--- config.mk ---
export PLATFORM = sky130hd
export DESIGN_NAME = heating_offset_tracker_core
export DESIGN_NICKNAME = d
export VERILOG_FILES = /design/src/rtl/hoft_pkg.sv /design/src/rtl/heating_offset_tracker_core.sv
export VERILOG_INCLUDE_DIRS = /design/src /design/src/rtl
export SDC_FILE = /design/constraint.sdc
export NUM_CORES = 2
export LEC_CHECK = 0
export BUFFER_PORTS_ARGS = -buffer_cell sky130_fd_sc_hd__buf_2
export CORE_MARGIN = 2
export CORE_UTILIZATION = 40
export CTS_BUF_LIST = sky130_fd_sc_hd__clkbuf_8 sky130_fd_sc_hd__clkbuf_16
export DETAILED_ROUTE_END_ITERATION = 10
export GPL_TIMING_DRIVEN = 0
export HOLD_SLACK_MARGIN = 0.15
export MAX_ROUTING_LAYER = met4
export SYNTH_ARGS = -nofsm -noshare
export SYNTH_HDL_FRONTEND = slang
export SYNTH_SLANG_ARGS = --single-unit
--- constraint.sdc ---
create_clock -name clk -period 10.55 [get_ports clk]
set_clock_uncertainty 0.05 [all_clocks]
set_input_delay 1.5825 -clock clk [delete_from_list [all_inputs] [get_ports clk]]
set_output_delay 1.5825 -clock clk [all_outputs]
set_load 0.005 [all_outputs]
--- src/rtl/heating_offset_tracker_core_macros.svh ---
// Assertion macros shared by the offset tracker RTL.
// Each macro takes a label, the condition that triggers the check, the
// expected consequence and the message that is reported on failure.
// Define SYNTH to compile them away.
`ifndef HEATING_OFFSET_TRACKER_CORE_MACROS_SVH
`define HEATING_OFFSET_TRACKER_CORE_MACROS_SVH

`ifndef SYNTH

// The consequence must hold in the same cycle as the trigger.
`define HOFT_ASSERT_IMP(lbl, ante, cons, msg) \
  lbl: assert property (@(posedge clk) disable iff (!rst_n) (ante) |-> (cons)) \
    else $error(msg);

// The consequence must hold in the cycle after the trigger.
`define HOFT_ASSERT_NXT(lbl, ante, cons, msg) \
  lbl: assert property (@(posedge clk) disable iff (!rst_n) (ante) |=> (cons)) \
    else $error(msg);

`else

`define HOFT_ASSERT_IMP(lbl, ante, cons, msg)
`define HOFT_ASSERT_NXT(lbl, ante, cons, msg)

`endif

`endif

--- src/rtl/hoft_pkg.sv ---
package hoft_pkg;

  // Field and register widths.
  localparam int OFS_W    = 24;  // signed Q8.16 offset
  localparam int LVL_W    = 15;  // clamped load level, target level
  localparam int IN_LVL_W = 16;  // signed load level on the input
  localparam int TICK_W   = 8;
  localparam int TBL_W    = 64;
  localparam int IN_W     = 24;  // input tdata, whole bytes
  localparam int OUT_W    = 24;  // output tdata, whole bytes

  // Number of anchor divisors in use (2..8).
  localparam int ANCHOR_COUNT = 8;
  localparam int IDX_W        = $clog2(ANCHOR_COUNT);
  localparam int AC_W         = $clog2(ANCHOR_COUNT + 1);
  localparam logic [AC_W-1:0] AC_VAL = AC_W'(ANCHOR_COUNT);
  // Largest k with 2**k <= ANCHOR_COUNT.
  localparam int AC_FLOOR_LOG = $clog2(ANCHOR_COUNT + 1) - 1;
  localparam int SEL_W        = 3;   // byte select within the anchor table

  // Magnitudes of offsets and differences never exceed 2**23.
  localparam int MAG_W = 24;

  // Equilibrium division: |target_offset| * level / target_level.
  localparam int EQ_STEPS = MAG_W;
  // Step division: |d| * ticks / (ANCHOR_COUNT * divisor), dividend < 2**31.
  localparam int STP_W      = MAG_W - 1 + TICK_W;
  localparam int STEP_STEPS = STP_W - AC_FLOOR_LOG;

  // Shared serial divider.
  localparam int Q_W   = (STEP_STEPS > EQ_STEPS) ? STEP_STEPS : EQ_STEPS;
  localparam int CNT_W = $clog2(Q_W);
  localparam int REM_W = LVL_W;
  localparam int DEN_W = LVL_W;

  // Width of the unsaturated update sum.
  localparam int SUM_W = Q_W + 2;

  localparam logic [OFS_W-1:0] OFS_MAX = {1'b0, {(OFS_W-1){1'b1}}};
  localparam logic [OFS_W-1:0] OFS_MIN = {1'b1, {(OFS_W-1){1'b0}}};

  // Configuration register indexes.
  localparam int CFG_ADDR_W = 2;
  localparam logic [CFG_ADDR_W-1:0] CFG_TARGET_LEVEL  = 2'd0;
  localparam logic [CFG_ADDR_W-1:0] CFG_TARGET_OFFSET = 2'd1;
  localparam logic [CFG_ADDR_W-1:0] CFG_ANCHOR_TABLE  = 2'd2;

  // Register values after reset.
  localparam logic [LVL_W-1:0] TL_RESET  = 15'd1000;
  localparam logic [OFS_W-1:0] TO_RESET  = '0;
  localparam logic [TBL_W-1:0] TBL_RESET = 64'h0101_0101_0101_0101;

  // Sequencer states.
  typedef enum logic [3:0] {
    ST_IDLE,
    ST_EQ_MUL,
    ST_EQ_DIV,
    ST_BRANCH,
    ST_PATH,
    ST_IDX,
    ST_STEP_MUL,
    ST_STEP_DIV,
    ST_DONE
  } state_t;

endpackage

--- src/rtl/heating_offset_tracker_core.sv ---
// Self-heating offset tracker.
// Input stream (in_*): one transaction per update, carrying the load level
// (signed, clamped to 0..target_level) and the ticks elapsed since the last
// update. Output stream (out_*): exactly one transaction per input, the new
// offset estimate in signed Q8.16. Configuration (cfg_*): a plain write port
// for target_level, target_offset and the anchor divisor table; write it
// only while no update is in flight.
// Each update steps through the equilibrium multiply and division, the branch
// choice, the path fraction, the index division, the step multiply and division
// and the commit; an estimate that holds before the anchor lookup, a zero selected
// divisor or a path index that is zero at once shortens it. Both divisions share
// the single bit-per-cycle shift divider, which runs 24 steps for the
// equilibrium and 28 steps for the step size, plus a 3-step index division.
// in_tready is high only while the sequencer is idle. The output register
// lets the next update be accepted while a result still waits; if the sink
// still stalls when that update finishes, the sequencer waits in its last
// state and the estimate is not committed until the output register frees.
// Reset (synchronous, active low) clears the estimate to zero, loads the
// default registers and empties the output register.
module heating_offset_tracker_core
  import hoft_pkg::*;
(
  input  logic                  clk,
  input  logic                  rst_n,
  // Input stream.
  input  logic                  in_tvalid,
  output logic                  in_tready,
  input  logic [IN_W-1:0]       in_tdata,   // [15:0] load_level, [23:16] elapsed_ticks
  // Output stream.
  output logic                  out_tvalid,
  input  logic                  out_tready,
  output logic [OUT_W-1:0]      out_tdata,  // [23:0] offset_now
  // Configuration write port.
  input  logic                  cfg_wen,
  input  logic [CFG_ADDR_W-1:0] cfg_addr,
  input  logic [TBL_W-1:0]      cfg_wdata
);

  `include "heating_offset_tracker_core_macros.svh"

  // Control state.
  state_t state_r, state_nxt;
  logic   out_tvalid_r, out_tvalid_nxt;
  logic [OFS_W-1:0] est_r, est_nxt;
  logic [LVL_W-1:0] tl_r, tl_nxt;
  logic [OFS_W-1:0] to_r, to_nxt;
  logic [TBL_W-1:0] tbl_r, tbl_nxt;

  // Datapath registers.
  logic [OUT_W-1:0] out_tdata_r, out_tdata_nxt;
  logic [LVL_W-1:0] lvl_r, lvl_nxt;
  logic [TICK_W-1:0] ticks_r, ticks_nxt;
  logic [Q_W-1:0]   div_q_r, div_q_nxt;
  logic [REM_W-1:0] div_rem_r, div_rem_nxt;
  logic [DEN_W-1:0] div_den_r, div_den_nxt;
  logic [CNT_W-1:0] cnt_r, cnt_nxt;
  logic             decay_r, decay_nxt;
  logic [OFS_W-1:0] eq_r, eq_nxt;
  logic [MAG_W-1:0] dmag_r, dmag_nxt;
  logic [MAG_W-1:0] idx_rem_r, idx_rem_nxt;
  logic [IDX_W-1:0] idx_q_r, idx_q_nxt;
  logic             sub_r, sub_nxt;
  logic             upd_r, upd_nxt;

  // Input field split and level clamp.
  logic [IN_LVL_W-1:0] in_lvl;
  logic [TICK_W-1:0]   in_ticks;
  logic [LVL_W-1:0]    lvl_clamped;

  assign in_lvl   = in_tdata[IN_LVL_W-1:0];
  assign in_ticks = in_tdata[IN_LVL_W+TICK_W-1:IN_LVL_W];

  always_comb begin
    if (in_lvl[IN_LVL_W-1]) begin
      lvl_clamped = '0;
    end else if (in_lvl[LVL_W-1:0] > tl_r) begin
      lvl_clamped = tl_r;
    end else begin
      lvl_clamped = in_lvl[LVL_W-1:0];
    end
  end

  // Equilibrium product |target_offset| * level.
  logic [MAG_W-1:0]       to_mag;
  logic [MAG_W+LVL_W-1:0] eq_prod;

  assign to_mag  = to_r[OFS_W-1] ? (~to_r + 1'b1) : to_r;
  assign eq_prod = to_mag * lvl_r;

  // One restoring step of the shared shift divider.
  logic [REM_W:0]   div_sh;
  logic [REM_W:0]   div_diff;
  logic             div_ge;
  logic [REM_W-1:0] div_rem_step;
  logic [Q_W-1:0]   div_q_step;

  assign div_sh       = {div_rem_r, div_q_r[Q_W-1]};
  assign div_diff     = div_sh - {1'b0, div_den_r};
  assign div_ge       = div_sh >= {1'b0, div_den_r};
  assign div_rem_step = div_ge ? div_diff[REM_W-1:0] : div_sh[REM_W-1:0];
  assign div_q_step   = Q_W'({div_q_r, div_ge});

  // Signed equilibrium and branch choice.
  logic [MAG_W-1:0] eq_mag;
  logic [OFS_W-1:0] eq_val;
  logic [MAG_W-1:0] est_mag;

  assign eq_mag  = div_q_r[MAG_W-1:0];
  assign eq_val  = to_r[OFS_W-1] ? (~eq_mag + 1'b1) : eq_mag;
  assign est_mag = est_r[OFS_W-1] ? (~est_r + 1'b1) : est_r;

  // Path fraction num/d: hold, index zero or a short division.
  logic signed [OFS_W:0] to_x, eq_x, est_x;
  logic signed [OFS_W:0] d_val, n_val;
  logic                  d_neg;
  logic                  path_hold;
  logic                  path_zero;
  logic [OFS_W:0]        d_abs, n_abs;
  logic [MAG_W+AC_W-1:0] idx_a;

  assign to_x  = $signed({to_r[OFS_W-1], to_r});
  assign eq_x  = $signed({eq_r[OFS_W-1], eq_r});
  assign est_x = $signed({est_r[OFS_W-1], est_r});
  assign d_val = decay_r ? (to_x - eq_x) : eq_x;
  assign n_val = decay_r ? (to_x - est_x) : est_x;
  assign d_neg = d_val[OFS_W];

  assign path_hold = (d_val == '0) || (!d_neg && (n_val >= d_val)) ||
                     (d_neg && (n_val <= d_val));
  assign path_zero = (!d_neg && n_val[OFS_W]) ||
                     (d_neg && !n_val[OFS_W] && (n_val != '0));

  assign d_abs = d_neg ? (~d_val + 1'b1) : d_val;
  assign n_abs = n_val[OFS_W] ? (~n_val + 1'b1) : n_val;
  assign idx_a = n_abs[MAG_W-1:0] * AC_VAL;

  // One restoring step of the index division.
  logic [MAG_W:0]   idx_sh;
  logic [MAG_W:0]   idx_diff;
  logic             idx_ge;
  logic [MAG_W-1:0] idx_rem_step;

  assign idx_sh       = {idx_rem_r, idx_q_r[IDX_W-1]};
  assign idx_diff     = idx_sh - {1'b0, dmag_r};
  assign idx_ge       = idx_sh >= {1'b0, dmag_r};
  assign idx_rem_step = idx_ge ? idx_diff[MAG_W-1:0] : idx_sh[MAG_W-1:0];

  // Anchor divisor and step product |d| * ticks.
  logic [SEL_W-1:0]        a_sel;
  logic [7:0]              abyte;
  logic [DEN_W-1:0]        step_den;
  logic [MAG_W+TICK_W-1:0] step_prod;

  assign a_sel     = SEL_W'(idx_q_r);
  assign abyte     = tbl_r[{a_sel, 3'b000} +: 8];
  assign step_den  = DEN_W'(abyte) * DEN_W'(AC_VAL);
  assign step_prod = dmag_r * ticks_r;

  // Final update with saturation to the offset range.
  logic [SUM_W-1:0] est_s, q_s, sum_v;
  logic             sum_pos_ovf, sum_neg_ovf;
  logic [OFS_W-1:0] sat_v, new_val;

  assign est_s = {{(SUM_W-OFS_W){est_r[OFS_W-1]}}, est_r};
  assign q_s   = {{(SUM_W-STEP_STEPS){1'b0}}, div_q_r[STEP_STEPS-1:0]};
  assign sum_v = sub_r ? (est_s - q_s) : (est_s + q_s);

  assign sum_pos_ovf = !sum_v[SUM_W-1] && (|sum_v[SUM_W-2:OFS_W-1]);
  assign sum_neg_ovf = sum_v[SUM_W-1] && !(&sum_v[SUM_W-2:OFS_W-1]);

  always_comb begin
    if (sum_pos_ovf) begin
      sat_v = OFS_MAX;
    end else if (sum_neg_ovf) begin
      sat_v = OFS_MIN;
    end else begin
      sat_v = sum_v[OFS_W-1:0];
    end
  end

  assign new_val = upd_r ? sat_v : est_r;

  // Sequencer: next state and next register values.
  always_comb begin
    state_nxt      = state_r;
    out_tvalid_nxt = out_tvalid_r && !out_tready;
    out_tdata_nxt  = out_tdata_r;
    est_nxt        = est_r;
    tl_nxt         = tl_r;
    to_nxt         = to_r;
    tbl_nxt        = tbl_r;
    lvl_nxt        = lvl_r;
    ticks_nxt      = ticks_r;
    div_q_nxt      = div_q_r;
    div_rem_nxt    = div_rem_r;
    div_den_nxt    = div_den_r;
    cnt_nxt        = cnt_r;
    decay_nxt      = decay_r;
    eq_nxt         = eq_r;
    dmag_nxt       = dmag_r;
    idx_rem_nxt    = idx_rem_r;
    idx_q_nxt      = idx_q_r;
    sub_nxt        = sub_r;
    upd_nxt        = upd_r;

    // Configuration writes must arrive only while the sequencer is idle; not enforced.
    if (cfg_wen) begin
      case (cfg_addr)
        CFG_TARGET_LEVEL:  tl_nxt  = cfg_wdata[LVL_W-1:0];
        CFG_TARGET_OFFSET: to_nxt  = cfg_wdata[OFS_W-1:0];
        CFG_ANCHOR_TABLE:  tbl_nxt = cfg_wdata;
        default: ;
      endcase
    end

    case (state_r)
      ST_IDLE: begin
        if (in_tvalid) begin
          lvl_nxt   = lvl_clamped;
          ticks_nxt = in_ticks;
          state_nxt = ST_EQ_MUL;
        end
      end

      // Load the divider with the equilibrium product; a zero target
      // level gives a zero equilibrium without dividing.
      ST_EQ_MUL: begin
        div_rem_nxt = REM_W'(eq_prod >> EQ_STEPS);
        div_q_nxt   = Q_W'(eq_prod[EQ_STEPS-1:0]) << (Q_W - EQ_STEPS);
        div_den_nxt = tl_r;
        cnt_nxt     = CNT_W'(EQ_STEPS - 1);
        if (tl_r == '0) begin
          div_q_nxt = '0;
          state_nxt = ST_BRANCH;
        end else begin
          state_nxt = ST_EQ_DIV;
        end
      end

      ST_EQ_DIV: begin
        div_rem_nxt = div_rem_step;
        div_q_nxt   = div_q_step;
        cnt_nxt     = cnt_r - 1'b1;
        if (cnt_r == '0) begin
          state_nxt = ST_BRANCH;
        end
      end

      // Sign the equilibrium and choose between decay and rise.
      ST_BRANCH: begin
        eq_nxt    = eq_val;
        decay_nxt = est_mag > eq_mag;
        state_nxt = ST_PATH;
      end

      ST_PATH: begin
        dmag_nxt    = d_abs[MAG_W-1:0];
        sub_nxt     = decay_r ^ d_neg;
        idx_rem_nxt = MAG_W'(idx_a >> IDX_W);
        idx_q_nxt   = idx_a[IDX_W-1:0];
        cnt_nxt     = CNT_W'(IDX_W - 1);
        upd_nxt     = 1'b0;
        if (path_hold) begin
          state_nxt = ST_DONE;
        end else if (path_zero) begin
          idx_q_nxt = '0;
          state_nxt = ST_STEP_MUL;
        end else begin
          state_nxt = ST_IDX;
        end
      end

      ST_IDX: begin
        idx_rem_nxt = idx_rem_step;
        idx_q_nxt   = IDX_W'({idx_q_r, idx_ge});
        cnt_nxt     = cnt_r - 1'b1;
        if (cnt_r == '0) begin
          state_nxt = ST_STEP_MUL;
        end
      end

      // Look up the divisor and load the step product; a zero divisor holds.
      ST_STEP_MUL: begin
        div_rem_nxt = REM_W'(step_prod[STP_W-1:0] >> STEP_STEPS);
        div_q_nxt   = Q_W'(step_prod[STEP_STEPS-1:0]) << (Q_W - STEP_STEPS);
        div_den_nxt = step_den;
        cnt_nxt     = CNT_W'(STEP_STEPS - 1);
        if (abyte == '0) begin
          state_nxt = ST_DONE;
        end else begin
          upd_nxt   = 1'b1;
          state_nxt = ST_STEP_DIV;
        end
      end

      ST_STEP_DIV: begin
        div_rem_nxt = div_rem_step;
        div_q_nxt   = div_q_step;
        cnt_nxt     = cnt_r - 1'b1;
        if (cnt_r == '0) begin
          state_nxt = ST_DONE;
        end
      end

      // Commit the estimate once the output register is free.
      ST_DONE: begin
        if (!out_tvalid_r || out_tready) begin
          est_nxt        = new_val;
          out_tdata_nxt  = new_val;
          out_tvalid_nxt = 1'b1;
          state_nxt      = ST_IDLE;
        end
      end

      default: state_nxt = ST_IDLE;
    endcase
  end

  // State register.
  always_ff @(posedge clk) begin
    if (!rst_n) begin
      state_r <= ST_IDLE;
    end else begin
      state_r <= state_nxt;
    end
  end

  // Control registers with a reset value.
  always_ff @(posedge clk) begin
    if (!rst_n) begin
      out_tvalid_r <= 1'b0;
      est_r        <= '0;
      tl_r         <= TL_RESET;
      to_r         <= TO_RESET;
      tbl_r        <= TBL_RESET;
    end else begin
      out_tvalid_r <= out_tvalid_nxt;
      est_r        <= est_nxt;
      tl_r         <= tl_nxt;
      to_r         <= to_nxt;
      tbl_r        <= tbl_nxt;
    end
  end

  // Datapath registers.
  always_ff @(posedge clk) begin
    out_tdata_r <= out_tdata_nxt;
    lvl_r       <= lvl_nxt;
    ticks_r     <= ticks_nxt;
    div_q_r     <= div_q_nxt;
    div_rem_r   <= div_rem_nxt;
    div_den_r   <= div_den_nxt;
    cnt_r       <= cnt_nxt;
    decay_r     <= decay_nxt;
    eq_r        <= eq_nxt;
    dmag_r      <= dmag_nxt;
    idx_rem_r   <= idx_rem_nxt;
    idx_q_r     <= idx_q_nxt;
    sub_r       <= sub_nxt;
    upd_r       <= upd_nxt;
  end

  assign in_tready  = (state_r == ST_IDLE);
  assign out_tvalid = out_tvalid_r;
  assign out_tdata  = out_tdata_r;

  // The shared divider is stepping in either of its two phases.
  logic div_run;

  assign div_run = (state_r == ST_EQ_DIV) || (state_r == ST_STEP_DIV);

  // Checks on the sequencer and the serial dividers.
  `HOFT_ASSERT_NXT(a_busy_after_accept, in_tvalid && in_tready, !in_tready, "accept while busy")
  `HOFT_ASSERT_IMP(a_out_is_estimate, out_tvalid_r, out_tdata_r == est_r, "output not estimate")
  `HOFT_ASSERT_IMP(a_div_rem_bound, div_run, div_rem_r < div_den_r, "divider remainder")
  `HOFT_ASSERT_IMP(a_idx_rem_bound, state_r == ST_IDX, idx_rem_r < dmag_r, "index remainder")

endmodule

==> impl_metrics.yaml <==
synthesis:
  async_reset_ff_share_pct: 0
  ys.flop_type: "edfxtp_1"
  synth-seq-cells: 320
  synth.net_count: 5708
  yosysMostFrequentCell: "nand2_1"
  yosysUniqueCellTypes: 110
  synth_edf_count: 188
  syn_inst: 4853
  yosysTopAreaCellShare_pct: 20.1
  syn_area_sq_um: 41700
  yosys-top-cells-count: "nand2_1, inv_1, fa_1"
  synth_top_cells_by_area: "fa_1, edfxtp_1, ha_1"
  seq_area_frac_synth_pct: 19.9
  yosysWarnings: 0
  synth_area_leader_cell: "fa_1"
  synth.avg_cell_area_sq_um: 8.60
setup_path:
  startpoint_type: "flop"
  worst_path_max_delay_cell: "fa_1"
  rr_worst_depth: 33
  slowest_delay_ps: 560
  r2r-end: "div_rem_r[13]"
  critPathMostFrequentCell: "fa_1"
  critical_path_peak_fanout: 10
  critPathCaptureType: "flop"
  ff2ff_setup_slack_ps: 480
  cp.required_ps: 10790
  worstPathArrival_ps: 10300
  path_class: "reg2reg"
  reg2reg_from: "to_r[0]"
hold_path:
  min_to: "tbl_r[45]"
  hold_depth: 2
  min_from: "tbl_r[45]"
  hp-class: "reg2reg"
drt:
  vias_per_cell: 5.51
  wirelength_microns: 139000
  drtAntennaViolNets: 0
  routedWlPerCell_microns: 21.6
  drt_iter0_markers: 2814
  via_count: 35397
  drc: 0
  first_pass_iters: 6
placement:
  io_buffers: 119
  dpl.cell_count: 6357
  routabilityCongestion: 0.958
  hpwl_microns: 114000
layout:
  finalNetCount: 5869
  regArea_sq_um: 8290
  fin_cells: 6422
  multi_input_area_sq_um: 30200
  drive_gt1_share_pct: 6.19
  syn_to_final_growth_pct: 8.78
  fillCellCount: 10218
cts:
  tritoncts: "done"
  cts_resized: 0
  cts_setup_buffers: 0
  cts_sinks: 320
  ctsLongestPathBuffers: 3
  clock_latency_ps: 570
  clk_pin_slew_ps: 60
  cts-root-buf: "clkbuf_16"
  hold_buffers: 0
  numCtsBuffers: 35
  cts-htree-levels: 2
timing:
  setup_violations: 0
  slew_viol_final: 0
  slew_headroom_pct: 9.64
  tightest_slew_ps: 1350
  min_period_ps: 10070
  fmax_mhz: 99.3
  period_share_pct: 95.4
  fin_hold_ws_ps: 415
  report.final.hold_viol_count: 0
die:
  die_h_microns: 327
  die_x_microns: 327
  die-area_sq_um: 107000
  start_util_pct: 40.3
  rows: 118
  core_area_sq_um: 103000
  io_pins: 121
global_routing:
  grt_pass1_vias: 35278
  grt_pass1_wl_microns: 214000
  grt_max_degree: 34
  overflow: 0
  antenna_found_initial: 3
  grt_usage_pct: 26.9
power:
  vdd_drop_max_mv: 0.299
  p_per_area_nw_per_um2: 253
  p_leak_nw: 20.7
flow_run:
  max-cap-violations: 0
run_status:
  status: "complete, no violations"
==> final cells by class <==
| class | instances | share of cell area [%] |
|---|---|---|
| plain buffers | 235 | 2.05 |
| well taps | 1380 | 3.80 |
| inverters | 644 | 5.32 |
| clock inverters | 25 | 0.540 |
| multi-input cells | 3653 | 66.5 |
| repair buffers | 125 | 1.49 |
| clock buffers | 37 | 2.01 |
| diodes | 3 | 0.0165 |
| flip-flops and latches | 320 | 18.3 |
==> metrics by stage <==
step           TNS, ps  setup WS [ps]  utilization, %  total power [mW]  area, sq um
2_1_floorplan        0           2390               -              7.36        41700
3_3_place_gp         0           41.3            42.6              10.1        44100
3_5_place_dp         0           72.8            42.7              10.1        44200
4_1_cts              0           41.7            43.8              11.5        45300
5_1_grt          -72.0          -72.0            43.9              12.3        45400
6_report             0            483            43.9              11.5        45400
==> where the power goes <==
part / switching, mW / internal (mW)
Clock: 0.570 / 0.729
Combinational: 5.20 / 3.03
Sequential: 0.278 / 1.67
Total: 6.05 / 5.43
==> kinds of logic after synthesis <==
logic type,after synthesis,synth area share [%]
adder cells (fa/ha/maj),760,30.3
flip-flops,320,19.9
AO/OA/AOI/OAI,917,14.9
multiplexers,73,2.27
buffers and inverters,880,8.03
AND/OR/NAND/NOR,1641,19.1
XOR/XNOR,262,5.50
==> cell usage in the layout (no fill, tap or decap), types with 33 or more instances in the layout <==
master,n
nand4_1,47
edfxtp_1,188
a21boi_0,95
nor2b_1,44
ha_1,340
o21ai_0,162
fa_1,420
mux2i_1,47
xor2_1,49
xnor2_1,205
dfxtp_1,132
nor2_1,237
clkbuf_16,36
o21a_1,33
nand3_1,69
a21o_1,80
and2_1,296
nor3_1,56
nand2b_1,46
nand2_1,681
a31oi_1,56
buf_2,145
clkbuf_1,194
a21oi_1,214
inv_1,648
==> worst max path at each step <==
| stage | startpoint | to | slack [ps] | cells after the start |
|---|---|---|---|---|
| 2_1_floorplan | to_r[0] | div_rem_r[13] | 2390 | 35 |
| 3_3_place_gp | to_r[0] | div_rem_r[13] | 40 | 34 |
| 3_5_place_dp | to_r[0] | div_rem_r[13] | 70 | 33 |
| 4_1_cts | to_r[0] | div_rem_r[13] | 40 | 33 |
| 5_1_grt | to_r[0] | div_rem_r[13] | -70 | 33 |
| 6_report | to_r[0] | div_rem_r[13] | 480 | 33 |
==> metal layers <==
metal | routed length (microns) | track usage (%)
met4 | 5590 | 9.23
met3 | 8710 | 2.77
met1 | 60100 | 35.4
met5 | 0 | -
met2 | 64500 | 43.1
==> state kept, by name (all words and copies together), names as in the netlist, 24 cells and up <==
signal	flops
div_q_r	28
out_tdata	24
idx_rem_r	24
est_r	24
eq_r	24
to_r	24
dmag_r	24
tbl_r	64
==> worst max-delay path: cells and delay by family (launching register included) <==
kind | cells | cell delay (ps)
buffers and inverters | 8 | 1520
flip-flops | 1 | 300
AND/OR/NAND/NOR | 9 | 2000
XOR/XNOR | 1 | 280
AO/OA/AOI/OAI | 7 | 1920
adder cells (fa/ha/maj) | 8 | 3710
No activity file was read; power rests on OpenSTA's default activity.
